==> src/rtl/life_grid_generation_engine_defines.svh <==
// ----------------------------------------------------------------------------
// Life grid generation engine: assertion macros
// Shared concurrent assertion forms, clocked on clk and disabled in reset.
// ----------------------------------------------------------------------------
`ifndef LIFE_GRID_GENERATION_ENGINE_DEFINES_SVH
`define LIFE_GRID_GENERATION_ENGINE_DEFINES_SVH

// check c in the same cycle as a
`define LGE_ASSERT_SAME(label, clk, rst_n, a, c) \
	label: assert property (@(posedge clk) disable iff (!rst_n) (a) |-> (c)) \
		else $error("lge assertion failed");

// check c in the cycle after a
`define LGE_ASSERT_NEXT(label, clk, rst_n, a, c) \
	label: assert property (@(posedge clk) disable iff (!rst_n) (a) |=> (c)) \
		else $error("lge assertion failed");

`endif

==> src/rtl/lge_pkg.sv <==
// ----------------------------------------------------------------------------
// Life grid package
// Grid geometry, operation codes, control types and the B3/S23 row rule.
// ----------------------------------------------------------------------------
package lge_pkg;

	localparam int GRID_WIDTH  = 32;
	localparam int GRID_HEIGHT = 32;
	localparam int RW = $clog2(GRID_HEIGHT);
	localparam int CW = $clog2(GRID_HEIGHT + 2);
	localparam int XW = (CW > 5) ? CW : 5;

	typedef logic [GRID_WIDTH-1:0] row_t;

	typedef enum logic [1:0] {
		OP_TOGGLE = 2'd0,
		OP_STEP   = 2'd1,
		OP_READ   = 2'd2,
		OP_NONE   = 2'd3
	} op_t;

	typedef struct packed {
		logic capture;
		logic rd_row;
		logic rd_step;
		logic win_load;
		logic row_wr;
		logic res_load;
	} lge_cmd_t;

	typedef struct packed {
		logic last_row;
		logic busy_step;
	} lge_sts_t;

	function automatic row_t next_row(row_t above, row_t here, row_t below);
		logic [GRID_WIDTH+1:0] a;
		logic [GRID_WIDTH+1:0] h;
		logic [GRID_WIDTH+1:0] b;
		logic [3:0]            n;
		row_t                  res;
		a = {1'b0, above, 1'b0};
		h = {1'b0, here, 1'b0};
		b = {1'b0, below, 1'b0};
		res = '0;
		for (int j = 0; j < GRID_WIDTH; j++) begin
			n = 4'(a[j]) + 4'(a[j+1]) + 4'(a[j+2]) + 4'(h[j]) + 4'(h[j+2])
				+ 4'(b[j]) + 4'(b[j+1]) + 4'(b[j+2]);
			res[j] = (n == 4'd3) || (h[j+1] && (n == 4'd2));
		end
		return res;
	endfunction

endpackage

==> src/rtl/lge_req_if.sv <==
// ----------------------------------------------------------------------------
// Life grid request channel
// Valid/ready channel carrying one operation with its cell address.
// ----------------------------------------------------------------------------
interface lge_req_if;
	logic       valid;
	logic       ready;
	logic [1:0] operation;
	logic [4:0] row_index;
	logic [4:0] column_index;

	modport source (output valid, operation, row_index, column_index, input ready);
	modport sink (input valid, operation, row_index, column_index, output ready);
endinterface

==> src/rtl/lge_rsp_if.sv <==
// ----------------------------------------------------------------------------
// Life grid response channel
// Valid/ready channel carrying one result per operation.
// ----------------------------------------------------------------------------
interface lge_rsp_if;
	logic        valid;
	logic        ready;
	logic [31:0] row_bits;
	logic        cell_alive;
	logic        op_done;

	modport source (output valid, row_bits, cell_alive, op_done, input ready);
	modport sink (input valid, row_bits, cell_alive, op_done, output ready);
endinterface

==> src/rtl/lge_ctrl.sv <==
// ----------------------------------------------------------------------------
// Life grid controller
// Sequences toggle, read and generation sweeps and owns the result valid flag.
// ----------------------------------------------------------------------------
module lge_ctrl import lge_pkg::*; (
	input  logic       clk,
	input  logic       arst_n,
	input  logic       req_valid,
	input  logic [1:0] req_operation,
	output logic       req_ready,
	input  logic       rsp_ready,
	output logic       rsp_valid,
	output lge_cmd_t   cmd,
	input  lge_sts_t   sts
);

	typedef enum logic [5:0] {
		S_IDLE  = 6'b000001,
		S_PRIME = 6'b000010,
		S_LOAD  = 6'b000100,
		S_ROW   = 6'b001000,
		S_RD    = 6'b010000,
		S_FIN   = 6'b100000
	} state_t;

	state_t state_q;
	state_t state_d;
	logic   out_valid_q;
	logic   out_free;

	assign out_free  = !out_valid_q || rsp_ready;
	assign req_ready = (state_q == S_IDLE);
	assign rsp_valid = out_valid_q;

	always_comb begin
		state_d = state_q;
		cmd     = '0;
		unique case (state_q)
			S_IDLE: begin
				if (req_valid) begin
					cmd.capture = 1'b1;
					state_d = (op_t'(req_operation) == OP_STEP) ? S_PRIME : S_RD;
				end
			end
			S_PRIME: begin
				cmd.rd_step = 1'b1;
				state_d = S_LOAD;
			end
			S_LOAD: begin
				cmd.rd_step  = 1'b1;
				cmd.win_load = 1'b1;
				state_d = S_ROW;
			end
			S_ROW: begin
				cmd.rd_step = 1'b1;
				cmd.row_wr  = 1'b1;
				if (sts.last_row) begin
					state_d = S_RD;
				end
			end
			S_RD: begin
				cmd.rd_row = 1'b1;
				state_d = S_FIN;
			end
			S_FIN: begin
				if (out_free) begin
					cmd.res_load = 1'b1;
					state_d = S_IDLE;
				end
			end
			default: state_d = S_IDLE;
		endcase
	end

	always_ff @(posedge clk or negedge arst_n) begin
		if (!arst_n) begin
			state_q     <= S_IDLE;
			out_valid_q <= 1'b0;
		end else begin
			state_q <= state_d;
			if (cmd.res_load) begin
				out_valid_q <= 1'b1;
			end else if (rsp_ready) begin
				out_valid_q <= 1'b0;
			end
		end
	end

endmodule

==> src/rtl/lge_dp.sv <==
// ----------------------------------------------------------------------------
// Life grid datapath
// Row memory with per-row valid bits, three-row window, rule logic and
// the result register.
// ----------------------------------------------------------------------------
module lge_dp import lge_pkg::*; (
	input  logic        clk,
	input  logic        arst_n,
	input  lge_cmd_t    cmd,
	output lge_sts_t    sts,
	input  logic [1:0]  operation,
	input  logic [4:0]  row_index,
	input  logic [4:0]  column_index,
	output logic [31:0] row_bits,
	output logic        cell_alive,
	output logic        op_done
);

	op_t                  op_q;
	logic [4:0]           row_q;
	logic [4:0]           col_q;
	logic [CW-1:0]        rd_ptr_q;
	logic [CW-1:0]        wr_ptr_q;
	row_t                 above_q;
	row_t                 here_q;
	row_t                 mem [GRID_HEIGHT];
	logic [GRID_HEIGHT-1:0] vld_q;
	row_t                 rd_data_q;
	logic                 rd_inb_q;
	logic                 rd_vld_q;
	logic [31:0]          row_bits_q;
	logic                 cell_alive_q;
	logic                 op_done_q;

	logic [XW-1:0]        rd_addr;
	logic                 rd_inb;
	logic [RW-1:0]        rd_idx;
	row_t                 rd_row;
	logic                 addr_ok;
	row_t                 toggled;
	row_t                 new_row;
	row_t                 picked;
	logic [63:0]          wide;
	row_t                 nxt;
	logic                 wr_en;
	logic [RW-1:0]        wr_idx;
	row_t                 wr_data;

	assign rd_addr = cmd.rd_step ? XW'(rd_ptr_q) : XW'(row_q);
	assign rd_inb  = int'(rd_addr) < GRID_HEIGHT;
	assign rd_idx  = rd_addr[RW-1:0];
	assign rd_row  = (rd_inb_q && rd_vld_q) ? rd_data_q : '0;

	assign addr_ok = (int'(row_q) < GRID_HEIGHT) && (int'(col_q) < GRID_WIDTH);
	assign toggled = rd_row ^ (row_t'(1) << col_q);
	assign new_row = ((op_q == OP_TOGGLE) && addr_ok) ? toggled : rd_row;
	assign picked  = new_row >> col_q;
	assign wide    = 64'(new_row);
	assign nxt     = next_row(above_q, here_q, rd_row);

	assign wr_en   = cmd.row_wr || (cmd.res_load && (op_q == OP_TOGGLE) && addr_ok);
	assign wr_idx  = cmd.row_wr ? wr_ptr_q[RW-1:0] : RW'(row_q);
	assign wr_data = cmd.row_wr ? nxt : toggled;

	assign sts.last_row  = (int'(wr_ptr_q) == GRID_HEIGHT - 1);
	assign sts.busy_step = (op_q == OP_STEP);

	assign row_bits   = row_bits_q;
	assign cell_alive = cell_alive_q;
	assign op_done    = op_done_q;

	always_ff @(posedge clk or negedge arst_n) begin
		if (!arst_n) begin
			vld_q    <= '0;
			rd_ptr_q <= '0;
			wr_ptr_q <= '0;
		end else begin
			if (wr_en) begin
				vld_q[wr_idx] <= 1'b1;
			end
			if (cmd.capture) begin
				rd_ptr_q <= '0;
				wr_ptr_q <= '0;
			end else begin
				if (cmd.rd_step) begin
					rd_ptr_q <= rd_ptr_q + CW'(1);
				end
				if (cmd.row_wr) begin
					wr_ptr_q <= wr_ptr_q + CW'(1);
				end
			end
		end
	end

	always_ff @(posedge clk) begin
		if (wr_en) begin
			mem[wr_idx] <= wr_data;
		end
		if (cmd.rd_step || cmd.rd_row) begin
			rd_inb_q <= rd_inb;
			if (rd_inb) begin
				rd_data_q <= mem[rd_idx];
				rd_vld_q  <= vld_q[rd_idx];
			end
		end
	end

	always_ff @(posedge clk) begin
		if (cmd.capture) begin
			op_q  <= op_t'(operation);
			row_q <= row_index;
			col_q <= column_index;
		end
		if (cmd.win_load) begin
			above_q <= '0;
			here_q  <= rd_row;
		end else if (cmd.row_wr) begin
			above_q <= here_q;
			here_q  <= rd_row;
		end
		if (cmd.res_load) begin
			row_bits_q   <= (op_q == OP_READ) ? wide[31:0] : 32'd0;
			cell_alive_q <= (op_q != OP_NONE) && addr_ok && picked[0];
			op_done_q    <= (op_q != OP_NONE);
		end
	end

endmodule

==> src/rtl/life_grid_generation_engine.sv <==
// ----------------------------------------------------------------------------
// Life grid generation engine
// Bounded Life grid (B3/S23) with toggle, generation step and row read.
// ----------------------------------------------------------------------------
// One item at a time: a request is taken while the engine is idle and gives
// one response. Toggle and read pass through the read and finish states to
// the response register; a generation step first passes through the prime
// and load states and sweeps the row memory, reading one row and writing one
// new row per cycle through a three-row window. The next request is taken
// once the response is registered, even while that response waits to be taken.
// Cells start dead after reset through per-row valid bits, with no clearing
// pass.
// ----------------------------------------------------------------------------
`include "life_grid_generation_engine_defines.svh"

module life_grid_generation_engine import lge_pkg::*; (
	input logic     clk,
	input logic     arst_n,
	lge_req_if.sink req,
	lge_rsp_if.source rsp
);

	lge_cmd_t cmd;
	lge_sts_t sts;

	lge_ctrl u_ctrl (
		.clk           (clk),
		.arst_n        (arst_n),
		.req_valid     (req.valid),
		.req_operation (req.operation),
		.req_ready     (req.ready),
		.rsp_ready     (rsp.ready),
		.rsp_valid     (rsp.valid),
		.cmd           (cmd),
		.sts           (sts)
	);

	lge_dp u_dp (
		.clk          (clk),
		.arst_n       (arst_n),
		.cmd          (cmd),
		.sts          (sts),
		.operation    (req.operation),
		.row_index    (req.row_index),
		.column_index (req.column_index),
		.row_bits     (rsp.row_bits),
		.cell_alive   (rsp.cell_alive),
		.op_done      (rsp.op_done)
	);

	`LGE_ASSERT_NEXT(a_busy_after_transfer, clk, arst_n, req.valid && req.ready, !req.ready)
	`LGE_ASSERT_SAME(a_none_is_blank, clk, arst_n, rsp.valid && !rsp.op_done, (rsp.row_bits == 32'd0) && !rsp.cell_alive)
	`LGE_ASSERT_SAME(a_sweep_only_on_step, clk, arst_n, cmd.row_wr, sts.busy_step)

endmodule

==> src/flat_wrapper.sv <==
// flat-port wrapper written by rule: the top's interface ports become plain ports
module life_grid_generation_engine_flat import lge_pkg::*;
  (clk, arst_n, req_valid, req_operation, req_row_index, req_column_index, req_ready, rsp_valid, rsp_row_bits, rsp_cell_alive, rsp_op_done, rsp_ready);
  lge_req_if req_i ();
  lge_rsp_if rsp_i ();
  input logic clk;
  input logic arst_n;
  input wire logic [$bits(req_i.valid)-1:0] req_valid;
  input wire logic [$bits(req_i.operation)-1:0] req_operation;
  input wire logic [$bits(req_i.row_index)-1:0] req_row_index;
  input wire logic [$bits(req_i.column_index)-1:0] req_column_index;
  output wire logic [$bits(req_i.ready)-1:0] req_ready;
  output wire logic [$bits(rsp_i.valid)-1:0] rsp_valid;
  output wire logic [$bits(rsp_i.row_bits)-1:0] rsp_row_bits;
  output wire logic [$bits(rsp_i.cell_alive)-1:0] rsp_cell_alive;
  output wire logic [$bits(rsp_i.op_done)-1:0] rsp_op_done;
  input wire logic [$bits(rsp_i.ready)-1:0] rsp_ready;
  assign req_i.valid = req_valid;
  assign req_i.operation = req_operation;
  assign req_i.row_index = req_row_index;
  assign req_i.column_index = req_column_index;
  assign req_ready = req_i.ready;
  assign rsp_valid = rsp_i.valid;
  assign rsp_row_bits = rsp_i.row_bits;
  assign rsp_cell_alive = rsp_i.cell_alive;
  assign rsp_op_done = rsp_i.op_done;
  assign rsp_i.ready = rsp_ready;
  life_grid_generation_engine u_core (.clk(clk), .arst_n(arst_n), .req(req_i), .rsp(rsp_i));
endmodule
==> config.mk <==
export PLATFORM = sky130hd
export DESIGN_NAME = life_grid_generation_engine_flat
export DESIGN_NICKNAME = d
export VERILOG_FILES = /design/src/rtl/lge_pkg.sv /design/src/rtl/lge_req_if.sv /design/src/rtl/lge_rsp_if.sv /design/src/rtl/lge_ctrl.sv /design/src/rtl/lge_dp.sv /design/src/rtl/life_grid_generation_engine.sv /design/src/flat_wrapper.sv
export VERILOG_INCLUDE_DIRS = /design/src /design/src/rtl
export SDC_FILE = /design/constraint.sdc
export NUM_CORES = 2
export LEC_CHECK = 0
export BUFFER_PORTS_ARGS = -buffer_cell sky130_fd_sc_hd__buf_4
export CORE_AREA = 3 3 317 382
export DETAILED_ROUTE_END_ITERATION = 8
export DIE_AREA = 0 0 320 385
export GPL_TIMING_DRIVEN = 0
export SYNTH_ARGS = -nofsm -noshare
export SYNTH_HDL_FRONTEND = slang
export SYNTH_SLANG_ARGS = --single-unit
==> constraint.sdc <==
create_clock -name clk -period 5.7 [get_ports clk]
set_input_delay 1.71 -clock clk [delete_from_list [all_inputs] [get_ports clk]]
set_output_delay 1.71 -clock clk [all_outputs]
set_load 0.01 [all_outputs]
# Word level (Yosys, flattened, before mapping)
# Memories as Yosys holds them, arrays and structs flattened. A register that Yosys moved wholly into a read port is not among the register bits.
# Cells that the tools add are included.
[totals]
out_inout_bits = 36
input_bits = 16
register_bits = 163
ramBits = 1024
n_memories = 1
[memory_table]
columns = ["name", "depth", "width", "rd", "rd_ports_with_merged_regs", "wr", "line", "source"]
rows = [
  ["u_core.u_dp.mem", 32, 32, 1, 1, 1, "lge_dp.sv:26", "row_t mem [GRID_HEIGHT];"],
]
[op_classes]
n_lt_le_gt_ge = 4
n_shift = 2
n_addsub = 219
n_eq_ne = 77
n_reduce_logical = 80
n_mux = 32
bitwise = 2
[op_table]
columns = ["op", "count"]
rows = [
  ["adder 4 x 1 -> 4 bit", 124],
  ["== test 4 x 2 -> 1 bit (second input constant)", 64],
  ["2-to-1 mux 32 bit", 5],
  ["adder 3 x 1 -> 4 bit", 31],
  ["adder 2 x 1 -> 3 bit", 31],
  ["adder 1 x 1 -> 2 bit", 31],
  ["2-to-1 mux 6 bit", 8],
  ["logical AND 1 bit", 36],
  ["one-hot mux 6 bit (6 select lines)", 1],
  ["logical OR 1 bit", 35],
  ["OR 32 bit", 1],
  ["<< shifter 1 x 5 -> 32 bit (first input constant)", 1],
  [">> shifter 32 x 5 -> 1 bit", 1],
  ["bitwise XOR 32 bit", 1],
  ["2-to-1 mux 1 bit", 14],
  ["adder 6 x 1 -> 6 bit (second input constant)", 2],
  ["== test 6 bit (second input constant)", 2],
  ["< comparator 5 x 6 -> 1 bit (second input constant)", 2],
  ["2-to-1 mux 5 bit", 2],
  ["nonzero test 2 bit", 4],
  ["== test 6 x 1 -> 1 bit (second input constant)", 1],
  ["== test 6 x 2 -> 1 bit (second input constant)", 1],
  ["== test 6 x 3 -> 1 bit (second input constant)", 1],
  ["== test 6 x 4 -> 1 bit (second input constant)", 1],
  ["other kinds (14)", 16],
]

# Longest topological paths before layout
[logic_depth]
ltp_word = 11
mapped_depth = 13
mapped_depth_nobuf = 12

# Modules after synthesis
# A second synthesis with hierarchy kept.
[hier_totals]
hier_cells = 2908
area_unflattened_um2 = 53079.7
[by_module_without_submodules]
columns = ["mod", "n_inst", "area_per_inst_um2", "cells_per_inst"]
rows = [
  ["lge_dp", 1, 52700.5, 2872],
  ["lge_ctrl", 1, 379.1, 36],
]

# Worst setup path after synthesis
# No wires, ideal clock.
[synth_timing]
path_kind = "input-to-reg"
from = "in rsp_ready"
to = "mem u_core.u_dp.mem[27][0] in the netlist's numbering, enable pin"
setup_ns = 0.422
slack_ns = -0.113
arrival_time_ns = 5.391
stages = 6
path_cell_list = "nor2b_1 > nor2_1 > a21oi_1 > or3_1 > clkbuf_1 > nor2_1"
[synth_lines]
columns = ["item", "line", "source"]
rows = [
  ["start: declaration", "flat_wrapper.sv:17", "input wire logic [$bits(rsp_i.ready)-1:0] rsp_ready;"],
  ["end: declaration", "lge_dp.sv:26", ""],
]

# Worst setup path in the final report
[layout_timing]
from = "reg u_core.u_dp.rd_vld_q"
to = "mem u_core.u_dp.mem[16][28] in the netlist's numbering (data pin)"
[layout_between]
elab_chain_cells = 9
elab_cells_between_ends = 11
cone_classes = "add/sub (3); eq/ne (2); mux (2); bitwise (1); reduce/logical (3)"
[layout_lines]
columns = ["item", "line", "source"]
rows = [
  ["start: declaration", "lge_dp.sv:30", "logic rd_vld_q;"],
  ["start signal: assignment", "lge_dp.sv:103", "rd_vld_q <= vld_q[rd_idx];"],
  ["logical AND 1 bit *", "lge_dp.sv:52", "assign rd_row = (rd_inb_q && rd_vld_q) ? rd_data_q : '0;"],
  ["2-to-1 mux 32 bit *", "lge_dp.sv:52", ""],
  ["adder 4 x 1 -> 4 bit (3 in series)", "lge_pkg.sv:48", "+ 4'(b[j]) + 4'(b[j+1]) + 4'(b[j+2]);"],
  ["== test 4 x 2 -> 1 bit", "lge_pkg.sv:49", "res[j] = (n == 4'd3) || (h[j+1] && (n == 4'd2));"],
  ["logical AND 1 bit", "lge_pkg.sv:49", ""],
  ["logical OR 1 bit", "lge_pkg.sv:49", ""],
  ["2-to-1 mux 32 bit *", "lge_dp.sv:63", "assign wr_data = cmd.row_wr ? nxt : toggled;"],
  ["net u_core.u_dp.wr_data[28]", "lge_dp.sv:47", "row_t wr_data;"],
]
# Mark *: on every way through the listed nets, which the timed path passes. The rest lies on a longest branch.

==> flow_metrics.tcl <==
set metrics [dict create \
    status "finished, violations left" \
    violations "capacitance limit" \
    fin_worst_skew_ps 37.6 \
    synthTopCellsByArea "edfxtp_1 65%, mux2i_1 11%, fa_1 4.7%" \
    crit_path_start_kind "flop" \
    start_util 0.449 \
    place_congestion 0.979 \
    fmax_mhz 196 \
    fp.dieArea_sq_um 123000 \
    cts-resized-gates 0 \
    dp.cells 5022 \
    drc 0 \
    chipWidth_um 320 \
    power_density_nw_per_um2 391 \
    instances_no_fill 5236 \
    rsz0062_at_grt "no" \
    drtIter0Drc 2582 \
    power.leakage_nw 22.5 \
    root_buffer "clkbuf_16" \
    regToRegStartpoint "u_core.u_dp.rd_vld_q" \
    yosysUniqueCellTypes 54 \
    first_pass_iters 7 \
    required_ps 6240 \
    cts_hold_buffers 0 \
    core_region_area_sq_um 118000 \
    crit_slowest_cell "fa_1" \
    antenna_found_initial 1 \
    fp.dieH_um 385 \
    worstHoldPathType "reg2reg" \
    drive_above_1_share 0.122 \
    avgSynthCellArea_sq_um 15.7 \
    h-tree-depth 3 \
    fin_crit_ps 5090 \
    syn_nets 3600 \
    wl_um 144000 \
    peakVddDrop_mv 0.277 \
    cts_tree "done" \
    path_clk_slew_ps 60 \
    grt_max_degree 52 \
    cp.arrival_ps 5630 \
    timing.rr.end "u_core.u_dp.mem[16][28]" \
    yosys.area.top_type "edfxtp_1" \
    setup_violations 0 \
    nets 3834 \
    ant_nets 0 \
    place_area_sq_um 56800 \
    fp-row-count 138 \
    track_usage 0.233 \
    maxCapViolCount 1 \
    clk_path_buf_depth 3 \
    num-fill-cells 9623 \
    dpl.hpwl_um 101000 \
    post_drt_wl_per_cell_um 27.5 \
    post-place-ws_ps 547 \
    worst_slew_pin_slew_ps 1480 \
    netlist_area_sq_um 52900 \
    cts_setup_buffers 0 \
    grt_pass1_vias 29600 \
    power_mw 23.6 \
    yosysSeqAreaShare 0.681 \
    synth_seq_cells 1219 \
    min_to "u_core.u_dp.above_q[0]" \
    cpMostUsedCell "fa_1" \
    vias 29600 \
    dominantRegCellSynth "edfxtp_1" \
    final.setup.worst_slack_ps 607 \
    gr-total-overflow 0 \
    cts_sinks 1219 \
    synth_top_area_share 0.645 \
    io_buffers 51 \
    synth_cells 3366 \
    synthArstFlopShare 0.0418 \
    io_pins 52 \
    syn_to_final_growth_pct 14.4 \
    fin_crit_sh 0.894 \
    hold_depth 2 \
    drt-vias-per-instance 5.65 \
    end_kind "flop" \
    worstPathCellList "and2_1 -> buf_2 -> buf_1 -> nand2_1 -> fa_1 -> fa_1 -> inv_1 -> ha_1 -> fa_1 -> o21ai_0 -> o2111ai_1 -> o21ai_2 -> buf_8" \
    critPathTopFamily "adder cells" \
    fin_area_sq_um 60500 \
    synth_edf_count 1136 \
    yosysWarnings 0 \
    relSlewSlack 0.0115 \
    cp_num_buf_inv 4 \
    grt_pass1_wl_um 205000 \
    finalMaxSlewViolations 0 \
    finalSetupTns_ps 0 \
    worst-r2r-cell-count 13 \
    hold_violations 0 \
    cts_made_buffers 116 \
    hp-start "u_core.u_dp.above_q[0]" \
    critPathMaxStageDelay_ps 620 \
    cp_max_fo 24 \
    clock_latency_ps 720 \
    critPathKind "reg2reg" \
    r2r_slack_ps 610 \
]
-- tightest hold or removal path, cell delays in order, from the launching register on --
cell and delay, ps:
dfxtp_1 310, nand2_1 50, a21oi_1 50
-- layout by cell type (no fill, tap or decap), drive strengths merged, types with 42 or more instances in the layout --
| cell | netlist | final |
|---|---|---|
| nor4 | 66 | 66 |
| inv | 224 | 225 |
| o21ai | 75 | 75 |
| fa | 124 | 124 |
| clkinv | 0 | 50 |
| a21oi | 72 | 72 |
| nand3 | 42 | 42 |
| dfrtp | 50 | 50 |
| mux2i | 577 | 577 |
| clkbuf | 60 | 205 |
| edfxtp | 1136 | 1136 |
| o22ai | 265 | 265 |
| nor2 | 101 | 101 |
| nand2 | 147 | 147 |
| buf | 102 | 218 |
| ha | 94 | 94 |
-- layout make-up --
class	instances	area, sq um	area share
sequential	1219	36000	0.596
multi-input combinational	1761	15400	0.254
clock buffer	145	3080	0.0508
tap	1540	1930	0.0318
timing repair buffer	116	1620	0.0268
buffer	162	1010	0.0166
inverter	224	841	0.0139
clock inverter	67	611	0.0101
antenna	2	5.00	0.0000827
-- sequential cells by signal (all words and copies together), names as in the netlist, 2 cells and up --
register / count
u_core.u_dp.mem: 1024
u_core.u_dp.above_q: 32
u_core.u_dp.here_q: 32
u_core.u_dp.rd_data_q: 32
u_core.u_dp.row_bits: 32
u_core.u_dp.vld_q: 32
u_core.u_ctrl.state_q: 6
u_core.u_dp.rd_ptr_q: 6
u_core.u_dp.wr_ptr_q: 6
u_core.u_dp.col_q: 5
u_core.u_dp.row_q: 5
u_core.u_dp.op_q: 2
-- report_power, final --
group / total, mW / switching, mW / internal [mW]
registers: 10.5 / 0.0953 / 10.4
logic: 5.54 / 3.64 / 1.90
clock network: 7.61 / 3.28 / 4.33
-- routing by layer --
layer	GRT usage	share of wire	vias to the layer above	wire length, um
met5	0	0	-	0
met4	0.0993	0.040	0	5800
met3	0.0276	0.055	284	7950
met2	0.419	0.52	1036	74700
met1	0.284	0.38	15000	55400
li1	-	-	13200	-
-- cell families (layout without fill, tap and decap cells) --
group / after synthesis / count (layout) / share of synthesized area
XOR/XNOR: 57 / 57 / 0.00944
flip-flops: 1219 / 1219 / 0.681
other: 0 / 2 / 0
AO/OA/AOI/OAI: 476 / 476 / 0.0553
multiplexers: 584 / 584 / 0.111
adder cells (fa/ha/maj): 218 / 218 / 0.0692
AND/OR/NAND/NOR: 426 / 426 / 0.0384
buffers and inverters: 386 / 714 / 0.0349
-- Yosys cell counts (13+ instances only) --
library cell	n
nand2_1	147
buf_4	26
o22ai_1	265
buf_6	35
nand3_1	42
xor2_1	24
nor2_1	101
nor4_1	66
dfxtp_1	32
edfxtp_1	1136
mux2i_1	577
o21ai_0	74
xnor2_1	33
o2111ai_1	31
nand2b_1	13
dfrtp_1	50
fa_1	124
o21bai_1	24
inv_1	224
buf_2	30
a21oi_1	72
clkbuf_1	60
ha_1	94
-- through the flow --
step	hold slack, ps	util
floorplan	436	-
global placement	443	0.469
detailed placement	452	0.482
CTS	467	0.514
global route	482	0.514
finish	465	0.514
-- how the worst max path moves through the flow --
stage	start	to	slack, ps	depth (start not counted)
finish	u_core.u_dp.rd_vld_q	u_core.u_dp.mem[16][28]	610	13
global route	u_core.u_dp.rd_vld_q	u_core.u_dp.mem[12][11]	280	13
CTS	u_core.u_dp.rd_vld_q	u_core.u_dp.mem[12][11]	500	13
detailed placement	u_core.u_dp.rd_vld_q	u_core.u_dp.mem[19][11]	550	13
global placement	rsp_ready	u_core.u_dp.mem[22][13]	-2580	8
floorplan	rsp_ready	u_core.u_dp.mem[27][0]	500	6
Note: power is estimated with default switching activity, not from simulation.
